`src/hdl/gjan_pkg.sv`:
```
`timescale 1ns / 1ps
// Shared constants, types and helper functions of the glove joint normalizer.
// Depends on nothing; every other file of the block imports it.
package gjan_pkg;

  localparam int NUM_GROUPS       = 6;
  localparam int JOINTS_PER_GROUP = 3;
  localparam int FRAC_BITS        = 12;

  localparam int VAL_W   = 16;
  localparam int GRP_W   = 3;
  localparam int POS_W   = 13;

  localparam int READINGS     = 3;
  localparam int WRIST_JOINTS = 2;
  localparam int FINGER_CNT   = (JOINTS_PER_GROUP < READINGS) ? JOINTS_PER_GROUP : READINGS;
  localparam int WRIST_CNT    = (FINGER_CNT < WRIST_JOINTS) ? FINGER_CNT : WRIST_JOINTS;

  localparam int ENTRIES = NUM_GROUPS * JOINTS_PER_GROUP;
  localparam int ENTRY_W = (ENTRIES > 1) ? $clog2(ENTRIES) : 1;
  localparam int J_W     = $clog2(READINGS);
  localparam int CNT_W   = $clog2(READINGS + 1);

  localparam int FRAC1_W = FRAC_BITS + 1;
  localparam int SUM_W   = FRAC_BITS + 2;
  localparam int DIV_W   = VAL_W;
  localparam int STEP_W  = $clog2(SUM_W + 1);
  localparam int CLAMP_W = (SUM_W > VAL_W) ? SUM_W : VAL_W;

  localparam logic [FRAC1_W-1:0] UNIT_VALUE = FRAC1_W'(1) << FRAC_BITS;

  localparam logic OP_SAMPLE = 1'b0;
  localparam logic OP_RESET  = 1'b1;

  typedef logic signed [VAL_W-1:0] val_t;
  typedef logic [GRP_W-1:0]        grp_t;
  typedef logic [POS_W-1:0]        pos_t;
  typedef logic [ENTRY_W-1:0]      entry_t;
  typedef logic [FRAC1_W-1:0]      frac_t;

  // Request into the calibration store.
  typedef struct packed {
    logic   clear;
    logic   wr;
    entry_t idx;
    val_t   value;
  } calib_req_t;

  // Request into the serial divider.
  typedef struct packed {
    logic              start;
    logic [DIV_W-1:0]  rem_init;
    logic [SUM_W-1:0]  dividend;
    logic [STEP_W-1:0] steps;
    logic [DIV_W-1:0]  divisor;
  } div_req_t;

  // Limit a nonnegative fraction to 1.0.
  function automatic frac_t clamp_unit(input logic [CLAMP_W-1:0] q);
    frac_t r;
    if (q > CLAMP_W'(UNIT_VALUE)) begin
      r = UNIT_VALUE;
    end else begin
      r = FRAC1_W'(q);
    end
    return r;
  endfunction

endpackage

```
`src/hdl/gjan_if.sv`:
```
`timescale 1ns / 1ps
// Valid/ready channel interfaces for sample items and result items.
// Depends on gjan_pkg for field types.
interface gjan_in_if import gjan_pkg::*; ();
  logic valid;
  logic ready;
  logic operation;
  grp_t group;
  val_t joint_value_a;
  val_t joint_value_b;
  val_t joint_value_c;

  modport source (output valid, operation, group, joint_value_a, joint_value_b,
                  joint_value_c, input ready);
  modport sink   (input valid, operation, group, joint_value_a, joint_value_b,
                  joint_value_c, output ready);
endinterface

interface gjan_out_if import gjan_pkg::*; ();
  logic valid;
  logic ready;
  grp_t group_out;
  pos_t position_out;
  logic was_reset;

  modport source (output valid, group_out, position_out, was_reset, input ready);
  modport sink   (input valid, group_out, position_out, was_reset, output ready);
endinterface

```
`src/hdl/gjan_calib.sv`:
```
`timescale 1ns / 1ps
// Calibration store: running minimum and maximum of every joint.
// Depends on gjan_pkg.
module gjan_calib import gjan_pkg::*; (
  input  logic       clk,
  input  logic       rst_n,
  input  calib_req_t req,
  output val_t       rd_min,
  output val_t       rd_max
);

  val_t min_r [ENTRIES];
  val_t max_r [ENTRIES];

  // A write widens the addressed entry with the reading.
  always_ff @(posedge clk) begin
    if (!rst_n || req.clear) begin
      for (int i = 0; i < ENTRIES; i++) begin
        min_r[i] <= val_t'(UNIT_VALUE);
        max_r[i] <= '0;
      end
    end else if (req.wr) begin
      if (req.value < min_r[req.idx]) begin
        min_r[req.idx] <= req.value;
      end
      if (req.value > max_r[req.idx]) begin
        max_r[req.idx] <= req.value;
      end
    end
  end

  assign rd_min = min_r[req.idx];
  assign rd_max = max_r[req.idx];

endmodule

```
`src/hdl/gjan_div.sv`:
```
`timescale 1ns / 1ps
// Restoring serial divider, one quotient bit per cycle.
// Depends on gjan_pkg.
module gjan_div import gjan_pkg::*; (
  input  logic             clk,
  input  logic             rst_n,
  input  div_req_t         req,
  output logic             done,
  output logic [SUM_W-1:0] quotient
);

  logic [DIV_W-1:0]  rem_r, rem_nxt;
  logic [SUM_W-1:0]  dvd_r, dvd_nxt;
  logic [SUM_W-1:0]  quo_r, quo_nxt;
  logic [DIV_W-1:0]  dsr_r, dsr_nxt;
  logic [STEP_W-1:0] step_r, step_nxt;
  logic              busy_r, busy_nxt;
  logic              done_r, done_nxt;
  logic [DIV_W:0]    trial;
  logic [DIV_W:0]    diff;

  assign trial = {rem_r, dvd_r[SUM_W-1]};
  assign diff  = trial - {1'b0, dsr_r};

  always_comb begin
    rem_nxt  = rem_r;
    dvd_nxt  = dvd_r;
    quo_nxt  = quo_r;
    dsr_nxt  = dsr_r;
    step_nxt = step_r;
    busy_nxt = busy_r;
    done_nxt = 1'b0;
    if (req.start) begin
      rem_nxt  = req.rem_init;
      dvd_nxt  = req.dividend;
      quo_nxt  = '0;
      dsr_nxt  = req.divisor;
      step_nxt = req.steps;
      busy_nxt = 1'b1;
    end else if (busy_r) begin
      // The remainder stays below the divisor, so the trial fits DIV_W+1 bits.
      if (trial >= {1'b0, dsr_r}) begin
        rem_nxt = diff[DIV_W-1:0];
        quo_nxt = {quo_r[SUM_W-2:0], 1'b1};
      end else begin
        rem_nxt = trial[DIV_W-1:0];
        quo_nxt = {quo_r[SUM_W-2:0], 1'b0};
      end
      dvd_nxt  = {dvd_r[SUM_W-2:0], 1'b0};
      step_nxt = step_r - STEP_W'(1);
      if (step_r == STEP_W'(1)) begin
        busy_nxt = 1'b0;
        done_nxt = 1'b1;
      end
    end
  end

  always_ff @(posedge clk) begin
    if (!rst_n) begin
      busy_r <= 1'b0;
      done_r <= 1'b0;
    end else begin
      busy_r <= busy_nxt;
      done_r <= done_nxt;
    end
    rem_r  <= rem_nxt;
    dvd_r  <= dvd_nxt;
    quo_r  <= quo_nxt;
    dsr_r  <= dsr_nxt;
    step_r <= step_nxt;
  end

  assign done     = done_r;
  assign quotient = quo_r;

endmodule

```
`src/hdl/glove_joint_autocal_normalizer_core.sv`:
```
`timescale 1ns / 1ps
// Throughput: one item at a time; the single serial divider, one quotient bit per
// cycle, serves every joint and the mean. A new item is taken the cycle after the
// result is registered.
// Reset: rst_n is synchronous and active low; it clears the sequencer and the output
// register and loads every minimum with 1.0 and every maximum with zero.
module glove_joint_autocal_normalizer_core import gjan_pkg::*; (
  input  logic           clk,
  input  logic           rst_n,
  gjan_in_if.sink        in_ch,
  gjan_out_if.source     out_ch
);

  // One-hot sequencer. Per joint: widen the calibration (UPD), form the
  // numerator and span (PREP), divide where needed (DIV) and add the fraction (ACC).
  // The mean then goes through the same divider (MEAN, MDIV).
  typedef enum logic [7:0] {
    S_IDLE = 8'b0000_0001,
    S_UPD  = 8'b0000_0010,
    S_PREP = 8'b0000_0100,
    S_DIV  = 8'b0000_1000,
    S_ACC  = 8'b0001_0000,
    S_MEAN = 8'b0010_0000,
    S_MDIV = 8'b0100_0000,
    S_OUT  = 8'b1000_0000
  } state_t;

  state_t            state_r, state_nxt;
  val_t              vals_r [READINGS];
  val_t              vals_nxt [READINGS];
  logic [J_W-1:0]    j_r, j_nxt;
  logic [CNT_W-1:0]  cnt_r, cnt_nxt;
  entry_t            idx_r, idx_nxt;
  logic [SUM_W-1:0]  sum_r, sum_nxt;
  frac_t             jq_r, jq_nxt;
  grp_t              res_grp_r, res_grp_nxt;
  pos_t              res_pos_r, res_pos_nxt;
  logic              res_rst_r, res_rst_nxt;
  logic              out_valid_r, out_valid_nxt;
  grp_t              out_grp_r, out_grp_nxt;
  pos_t              out_pos_r, out_pos_nxt;
  logic              out_rst_r, out_rst_nxt;

  calib_req_t        calib_req;
  div_req_t          div_req;
  val_t              rd_min;
  val_t              rd_max;
  logic              div_done;
  logic [SUM_W-1:0]  div_quo;

  logic signed [VAL_W:0] num;
  logic signed [VAL_W:0] span;
  logic                  grp_ok;
  logic                  is_wrist;

  gjan_calib u_calib (
    .clk    (clk),
    .rst_n  (rst_n),
    .req    (calib_req),
    .rd_min (rd_min),
    .rd_max (rd_max)
  );

  gjan_div u_div (
    .clk      (clk),
    .rst_n    (rst_n),
    .req      (div_req),
    .done     (div_done),
    .quotient (div_quo)
  );

  // The store holds the already widened entry in PREP, so the reading never
  // falls below the minimum nor above the maximum there.
  assign num  = {vals_r[j_r][VAL_W-1], vals_r[j_r]} - {rd_min[VAL_W-1], rd_min};
  assign span = {rd_max[VAL_W-1], rd_max} - {rd_min[VAL_W-1], rd_min};

  assign grp_ok   = int'(in_ch.group) < NUM_GROUPS;
  assign is_wrist = int'(in_ch.group) == NUM_GROUPS - 1;

  assign in_ch.ready = (state_r == S_IDLE);

  always_comb begin
    state_nxt     = state_r;
    vals_nxt      = vals_r;
    j_nxt         = j_r;
    cnt_nxt       = cnt_r;
    idx_nxt       = idx_r;
    sum_nxt       = sum_r;
    jq_nxt        = jq_r;
    res_grp_nxt   = res_grp_r;
    res_pos_nxt   = res_pos_r;
    res_rst_nxt   = res_rst_r;
    out_valid_nxt = out_valid_r;
    out_grp_nxt   = out_grp_r;
    out_pos_nxt   = out_pos_r;
    out_rst_nxt   = out_rst_r;

    calib_req       = '0;
    calib_req.idx   = idx_r;
    calib_req.value = vals_r[j_r];
    div_req         = '0;

    // The output register frees up when the sink takes the waiting item.
    if (out_valid_r && out_ch.ready) begin
      out_valid_nxt = 1'b0;
    end

    unique case (state_r)
      S_IDLE: begin
        if (in_ch.valid) begin
          if (in_ch.operation == OP_RESET) begin
            calib_req.clear = 1'b1;
            res_grp_nxt     = '0;
            res_pos_nxt     = '0;
            res_rst_nxt     = 1'b1;
            state_nxt       = S_OUT;
          end else begin
            vals_nxt[0] = in_ch.joint_value_a;
            vals_nxt[1] = in_ch.joint_value_b;
            vals_nxt[2] = in_ch.joint_value_c;
            res_grp_nxt = in_ch.group;
            res_pos_nxt = '0;
            res_rst_nxt = 1'b0;
            j_nxt       = '0;
            sum_nxt     = '0;
            idx_nxt     = ENTRY_W'(in_ch.group) * ENTRY_W'(JOINTS_PER_GROUP);
            cnt_nxt     = is_wrist ? CNT_W'(WRIST_CNT) : CNT_W'(FINGER_CNT);
            // A group beyond the last one touches no calibration.
            state_nxt   = grp_ok ? S_UPD : S_OUT;
          end
        end
      end
      S_UPD: begin
        calib_req.wr = 1'b1;
        state_nxt    = S_PREP;
      end
      S_PREP: begin
        if (num[VAL_W] || (num == '0)) begin
          jq_nxt    = '0;
          state_nxt = S_ACC;
        end else if (span[VAL_W] || (span == '0)) begin
          // A zero span counts as a divisor of 1.0.
          jq_nxt    = clamp_unit(CLAMP_W'(num[VAL_W-1:0]));
          state_nxt = S_ACC;
        end else begin
          // num << FRAC_BITS over span is at most 1.0 because num <= span:
          // preload the high part and shift in the last FRAC_BITS+1 bits.
          div_req.start    = 1'b1;
          div_req.rem_init = DIV_W'(num[VAL_W-1:1]);
          div_req.dividend = {num[0], {FRAC_BITS{1'b0}}, 1'b0};
          div_req.steps    = STEP_W'(FRAC1_W);
          div_req.divisor  = span[DIV_W-1:0];
          state_nxt        = S_DIV;
        end
      end
      S_DIV: begin
        if (div_done) begin
          jq_nxt    = clamp_unit(CLAMP_W'(div_quo));
          state_nxt = S_ACC;
        end
      end
      S_ACC: begin
        sum_nxt = sum_r + SUM_W'(jq_r);
        if (CNT_W'(j_r) == cnt_r - CNT_W'(1)) begin
          state_nxt = S_MEAN;
        end else begin
          j_nxt     = j_r + J_W'(1);
          idx_nxt   = idx_r + ENTRY_W'(1);
          state_nxt = S_UPD;
        end
      end
      S_MEAN: begin
        // The mean is truncated, as a plain integer division by the joint count.
        div_req.start    = 1'b1;
        div_req.rem_init = '0;
        div_req.dividend = sum_r;
        div_req.steps    = STEP_W'(SUM_W);
        div_req.divisor  = DIV_W'(cnt_r);
        state_nxt        = S_MDIV;
      end
      S_MDIV: begin
        if (div_done) begin
          res_pos_nxt = POS_W'(div_quo);
          state_nxt   = S_OUT;
        end
      end
      S_OUT: begin
        if (!out_valid_r || out_ch.ready) begin
          out_valid_nxt = 1'b1;
          out_grp_nxt   = res_grp_r;
          out_pos_nxt   = res_pos_r;
          out_rst_nxt   = res_rst_r;
          state_nxt     = S_IDLE;
        end
      end
      default: begin
        state_nxt = S_IDLE;
      end
    endcase
  end

  always_ff @(posedge clk) begin
    if (!rst_n) begin
      state_r     <= S_IDLE;
      out_valid_r <= 1'b0;
    end else begin
      state_r     <= state_nxt;
      out_valid_r <= out_valid_nxt;
    end
    vals_r    <= vals_nxt;
    j_r       <= j_nxt;
    cnt_r     <= cnt_nxt;
    idx_r     <= idx_nxt;
    sum_r     <= sum_nxt;
    jq_r      <= jq_nxt;
    res_grp_r <= res_grp_nxt;
    res_pos_r <= res_pos_nxt;
    res_rst_r <= res_rst_nxt;
    out_grp_r <= out_grp_nxt;
    out_pos_r <= out_pos_nxt;
    out_rst_r <= out_rst_nxt;
  end

  assign out_ch.valid        = out_valid_r;
  assign out_ch.group_out    = out_grp_r;
  assign out_ch.position_out = out_pos_r;
  assign out_ch.was_reset    = out_rst_r;

endmodule

```
`src/flat_wrapper.sv`:
```
// flat-port wrapper written by rule: the top's interface ports become plain ports
module glove_joint_autocal_normalizer_core_flat import gjan_pkg::*;
  (clk, rst_n, in_ch_valid, in_ch_operation, in_ch_group, in_ch_joint_value_a, in_ch_joint_value_b, in_ch_joint_value_c, in_ch_ready, out_ch_valid, out_ch_group_out, out_ch_position_out, out_ch_was_reset, out_ch_ready);
  gjan_in_if in_ch_i ();
  gjan_out_if out_ch_i ();
  input  logic clk;
  input  logic rst_n;
  input wire logic [$bits(in_ch_i.valid)-1:0] in_ch_valid;
  input wire logic [$bits(in_ch_i.operation)-1:0] in_ch_operation;
  input wire logic [$bits(in_ch_i.group)-1:0] in_ch_group;
  input wire logic [$bits(in_ch_i.joint_value_a)-1:0] in_ch_joint_value_a;
  input wire logic [$bits(in_ch_i.joint_value_b)-1:0] in_ch_joint_value_b;
  input wire logic [$bits(in_ch_i.joint_value_c)-1:0] in_ch_joint_value_c;
  output wire logic [$bits(in_ch_i.ready)-1:0] in_ch_ready;
  output wire logic [$bits(out_ch_i.valid)-1:0] out_ch_valid;
  output wire logic [$bits(out_ch_i.group_out)-1:0] out_ch_group_out;
  output wire logic [$bits(out_ch_i.position_out)-1:0] out_ch_position_out;
  output wire logic [$bits(out_ch_i.was_reset)-1:0] out_ch_was_reset;
  input wire logic [$bits(out_ch_i.ready)-1:0] out_ch_ready;
  assign in_ch_i.valid = in_ch_valid;
  assign in_ch_i.operation = in_ch_operation;
  assign in_ch_i.group = in_ch_group;
  assign in_ch_i.joint_value_a = in_ch_joint_value_a;
  assign in_ch_i.joint_value_b = in_ch_joint_value_b;
  assign in_ch_i.joint_value_c = in_ch_joint_value_c;
  assign in_ch_ready = in_ch_i.ready;
  assign out_ch_valid = out_ch_i.valid;
  assign out_ch_group_out = out_ch_i.group_out;
  assign out_ch_position_out = out_ch_i.position_out;
  assign out_ch_was_reset = out_ch_i.was_reset;
  assign out_ch_i.ready = out_ch_ready;
  glove_joint_autocal_normalizer_core u_core (.clk(clk), .rst_n(rst_n), .in_ch(in_ch_i), .out_ch(out_ch_i));
endmodule
```
`config.mk`:
```
export PLATFORM = sky130hd
export DESIGN_NAME = glove_joint_autocal_normalizer_core_flat
export DESIGN_NICKNAME = d
export VERILOG_FILES = /design/src/hdl/gjan_pkg.sv /design/src/hdl/gjan_if.sv /design/src/hdl/gjan_calib.sv /design/src/hdl/gjan_div.sv /design/src/hdl/glove_joint_autocal_normalizer_core.sv /design/src/flat_wrapper.sv
export SDC_FILE = /design/constraint.sdc
export NUM_CORES = 2
export LEC_CHECK = 0
export BUFFER_PORTS_ARGS = -buffer_cell sky130_fd_sc_hd__clkbuf_2
export CAP_MARGIN = 20
export CORE_MARGIN = 1
export CORE_UTILIZATION = 50
export CTS_CLUSTER_SIZE = 14
export DETAILED_ROUTE_END_ITERATION = 7
export PLACE_DENSITY = 0.77
export SLEW_MARGIN = 20
export SYNTH_ARGS = -nofsm -noshare
export SYNTH_HDL_FRONTEND = slang
export SYNTH_SLANG_ARGS = --single-unit
```
`constraint.sdc`:
```
create_clock -name clk -period 6 [get_ports clk]
set_clock_uncertainty 0.05 [all_clocks]
set_input_delay 0.3 -clock clk [delete_from_list [all_inputs] [get_ports clk]]
set_output_delay 0.3 -clock clk [all_outputs]
set_load 0.005 [all_outputs]
```
# Word level (Yosys, flattened, before mapping)
# Memory sizes are Yosys's and may differ from the RTL's. A register that Yosys moved wholly into a read port is not among the register bits.
# Index checks and enable logic that the tools add are counted.
totals:
  memories: 2
  ram_bits: 576
  ff_bits: 193
op_classes:
  add_sub_neg: 8
  multipliers: 1
  n_eq_ne: 18
  muxes: 74
  bitwise: 4
  magnitude_cmp: 7
  reduce_logical: 24
mem_list:
  columns: ["memory", "depth", "width", "rd", "rd_clocked_by_memory_dff", "write_ports", "line_no", "text"]
  rows:
  - ["u_core.u_calib.max_r", 18, 16, 1, 1, 18, "gjan_calib.sv:13", "val_t max_r [ENTRIES];"]
  - ["u_core.u_calib.min_r", 18, 16, 1, 1, 18, "gjan_calib.sv:12", "val_t min_r [ENTRIES];"]
ops:
  columns: ["operator", "n"]
  rows:
  - ["$mux W16", 7]
  - ["$mux W51", 2]
  - ["$pmux W51 S2", 1]
  - ["$mux W13", 7]
  - ["$pmux W8 S8", 1]
  - ["$mux W14", 4]
  - ["$mux W8", 7]
  - ["$pmux W13 S2", 2]
  - ["$mux W5", 8]
  - ["$logic_not A17 Y1", 2]
  - ["$sub A16 B16 Y17", 2]
  - ["$bmux W16 S2", 1]
  - ["$reduce_or A16 Y1", 2]
  - ["$pmux W14 S2", 1]
  - ["$mux W1", 25]
  - ["$ge A17 B16 Y1", 1]
  - ["$gt A16 B13 Y1 const B", 1]
  - ["$gt A16 B16 Y1", 1]
  - ["$lt A16 B16 Y1", 1]
  - ["$sub A16 B16 Y16", 1]
  - ["$add A14 B13 Y14", 1]
  - ["$gt A14 B13 Y1 const B", 1]
  - ["$reduce_and A3 Y1", 4]
  - ["$ne A2 B2 Y1 const B", 5]
  - ["34 further kinds", 48]

# Longest topological paths before layout
depth:
  word_depth: 11
  mapped_depth: 21

# Cells and area by module
# From an unflattened synthesis, not the netlist that was laid out.
unflattened:
  cells_unflattened: 3601
  hier_area_um2: 55436.9
by_module_without_submodules:
  columns: ["mod", "area_each_um2", "cells_each", "instances", "seq_area_each_um2"]
  rows:
  - ["gjan_calib", 43988.4, 2534, 1, 30749.5]
  - ["glove_joint_autocal_normalizer_core", 7668.6, 729, 1, 3693.5]
  - ["gjan_div", 3779.9, 338, 1, 1821.7]

# Worst setup path after synthesis
# OpenSTA, ideal clock, no wires.
synth_timing:
  path_kind: "flip-flop to flip-flop"
  from: "register (tool-made name)"
  to: "register u_core.jq_r[0] (enable)"
  stages_incl_launch_ff: 16
  period_less_slack_ns: 6.580
  arrival_ns: 6.148
  n_path_buf: 5
  slack_ns: -0.580
  path_cell_list: "dfxtp_1 > clkbuf_1 > clkbuf_1 > buf_1 > mux4_2 > mux4_2 > mux2i_1 > fa_1 > or3_1 > or4_1 > or4_1 > or4_4 > o211a_1 > buf_2 > buf_1 > nor2_1"
synth_lines:
  columns: ["element", "line_no", "text"]
  rows:
  - ["to (signal assigned)", "glove_joint_autocal_normalizer_core.sv:215", "jq_r <= jq_nxt;"]
  - ["to (decl)", "glove_joint_autocal_normalizer_core.sv:35", "frac_t jq_r, jq_nxt;"]

==> results.md <==
- Vias in the first global route: 32400
- H-tree depth: 3
- Share of flip-flops with an asynchronous set or reset: 0%
- CTS tree: built
- Wire per inst: 28.3 microns
- Synth area leader: edfxtp_1
- Most used DFF post-synth: edfxtp_1
- Clock latency on the worst-skew pair: 0.73 ns
- N_diodes: 0
- Final WL: 147000 microns
- Most frequent cell after synthesis: edfxtp_1
- Clock slew seen by the registers of the worst setup and hold paths: 0.07 ns
- Failing checks: DRC
- CP Launch Type: register
- Sequential-to-total area share from yosys stat: 68.4%
- Required time worst endpoint: 6.40 ns
- Drt pass-1 iters: 8
- Initial core utilization: 50.5%
- DRC violation count after routing: 23
- Rows: 119
- Port-buffer cells: 74
- Synth cell count leaders: edfxtp_1, nor2_1, mux4_2, nand2_1, clkbuf_1
- DR vias: 32600
- Post-route ant nets: 0
- Synth top area share: 67.2%
- Syn nets: 3518
- Post-synth EDFFs: 1191
- Grt ovf: 0
- Synth Area in Adders: 2.19%
- Largest net degree at the start of global routing: 53
- LEAKAGE: 22.5 nW
- Max-Cap Viols: 0
- CTS Buf Count: 113
- Synth cell types: 70
- Utilization after layout: 58.6%
- Critical Path Sink Type: register
- Simple-gate share of the synthesized area: 8.47%
- Synth-to-layout area growth: 16.2%
- Placeable Area: 105000 sq um
- Setup Viol. Count Final: 0
- Fin cells: 5207
- Crit path max-delay cell type: mux4_2
- Dominant cells by area after synthesis: edfxtp_1, mux4_2, nor2_1
- Status: complete, but fails checks
- Max clock buf depth: 3
- Post-Syn Area per Cell: 15.8 sq um
- Placed Area: 57300 sq um
- Clk root buf: clkbuf_16
- Hold WS: 0.250 ns
- Critical-path cell list: buf_4 -> buf_16 -> mux4_2 -> mux4_2 -> mux2i_1 -> ha_1 -> and3_1 -> a221oi_2 -> a311oi_2 -> a41oi_2 -> nor3_1 -> a211o_1 -> or4_1 -> o211a_2 -> or2_2 -> buf_4
- CP peak stage delay: 0.58 ns
- VDD IR max: 262 uV
- Synthesized instance count: 3372
- # IOs: 75
- Crit path max fanout: 19
- Pre-CTS setup slack: -0.209 ns
- Design area: 61800 sq um
- HPWL after DPL: 94000 microns
- Fmax: 167 MHz
- Initial antenna violation count: 5
- Gr usage total: 27.3%
- Largest family of logic cells by synthesized area: multiplexers
- Final Hold Viols: 0
- PD cells: 331 nW/um^2
- Final Power: 20.5 mW
- Arr. time, crit path: 6.40 ns
- HP Class: primary input to register
- Final Max Slew Viols: 0
- Vias per cell: 6.25
- XOR/XNOR Fraction of Synth Area: 0.807%
- Total negative setup slack: 0 ns
- Period utilization: 100%
- FILL cells: 7508
- Worst slew pin tran: 1.19 ns
- Mux cell area share after synthesis: 14.9%
- Layout Nets: 3871
- Worst setup margin: 0.000860 ns
- Worst slew margin: 20.6%
- Sink Count: 1221
- Synth Warn #: 0
- Post-Place Cells: 4934
- RSZ-0062 raised after global routing: yes
- Complex-gate fraction of the synthesized area: 3.03%
- GP Congestion: 0.971
- Die Area: 108000 sq um
- Layout cells sized above 1: 25.2%
- Final min period: 6.00 ns
- Synth Cell Area: 53200 sq um
- Die width: 328 microns
- Die height: 328 microns
- First-pass GRT wire length: 213000 microns
- Kind of critical path: register to register
- Yosys reg bits: 1221
- Initial DRC Count: 4549
## sequential cells by signal, summed over array words and instances, names as in the netlist, 3 cells and up, named ones only
| name | flops |
|---|---|
| u_core.state_r | 8 |
| u_core.out_ch.position_out | 13 |
| u_core.res_grp_r | 3 |
| u_core.jq_r | 13 |
| u_core.u_div.dsr_r | 16 |
| u_core.idx_r | 5 |
| u_core.u_calib.min_r | 512 |
| u_core.out_ch.group_out | 3 |
| u_core.vals_r | 48 |
| u_core.u_div.step_r | 4 |
| u_core.u_div.rem_r | 16 |
| u_core.u_div.dvd_r | 14 |
| u_core.u_calib.max_r | 512 |
| u_core.u_div.quotient | 14 |
| u_core.res_pos_r | 13 |
| u_core.sum_r | 14 |
## cell usage in the layout (no fill, tap or decap), types with 54 or more instances in the layout
| cell | n |
|---|---|
| dlygate4sd3_1 | 55 |
| edfxtp_1 | 1191 |
| buf_4 | 266 |
| ha_1 | 85 |
| clkbuf_16 | 116 |
| inv_1 | 120 |
| mux4_2 | 320 |
| a21oi_1 | 61 |
| nor2_1 | 658 |
| mux2i_1 | 54 |
| nand2_1 | 163 |
| clkbuf_2 | 74 |
## cell type report
cell class / count / area (sq um) / area share [%]
multi-input cells: 1837 / 15900 / 25.8
clock buffers: 147 / 3040 / 4.92
inverters: 122 / 465 / 0.753
clock inverters: 59 / 579 / 0.938
well taps: 1391 / 1740 / 2.82
repair buffers: 430 / 3650 / 5.91
flip-flops and latches: 1221 / 36400 / 58.9
## kinds of logic (layout without fill, tap and decap cells)
family	after synthesis	in the layout
buffers and inverters	316	758
DFF	1221	1221
AOI/OAI and AO/OA	248	248
and+or+nand+nor	1058	1060
muxes	390	390
adders and majority gates	90	90
xor gates and xnor gates	49	49
## repair_timing
action,CTS,global route
cloned,1,3
buffers inserted,1,7
gates resized for setup,8,34
setup endpoints to repair,82,354
hold buffers,55,0
hold endpoints to repair,60,0
pin swaps,0,5
## worst max-delay path: cells and delay by family, from the launching register on
family | cells | cell delay (ns)
buffers and inverters | 3 | 0.66
muxes | 3 | 1.41
and+or+nand+nor | 4 | 1.21
DFF | 1 | 0.44
AOI/OAI and AO/OA | 5 | 1.58
adders and majority gates | 1 | 0.36
## report_power, final
part           leakage, nW  total, mW  internal (mW)  switching [mW]
Combinational         8.18       3.55           1.52            2.03
Clock                 1.77       7.10           3.93            3.17
Sequential            12.6       9.84           9.68           0.161
## path summary, 6_finish.rpt
kind / slack [ns] / from / end / cells past startpoint
worst min-delay path: 0.25 / in_ch_joint_value_c[7] / u_core.vals_r[7]$_DFFE_PP_ / 2
worst min register to register: 0.36 / u_core.res_pos_r[7]$_SDFFCE_PN0P_ / u_core.out_ch.position_out[7]$_DFFE_PP_ / 0
worst max register to register: 0.0009 / register / u_core.u_div.dsr_r[2]$_DFFE_PP_ / 16
worst max-delay path: 0.0009 / register / u_core.u_div.dsr_r[2]$_DFFE_PP_ / 16
## layer usage
metal / routed length [microns] / global-route usage [%] / up-vias
met4: 7920 / 13.4 / 4
li1: - / - / 13500
met2: 70700 / 44.2 / 2264
met1: 50300 / 34.9 / 16400
met5: 27 / 0 / -
met3: 18200 / 6.04 / 399
(Power assumes the default switching activity.)
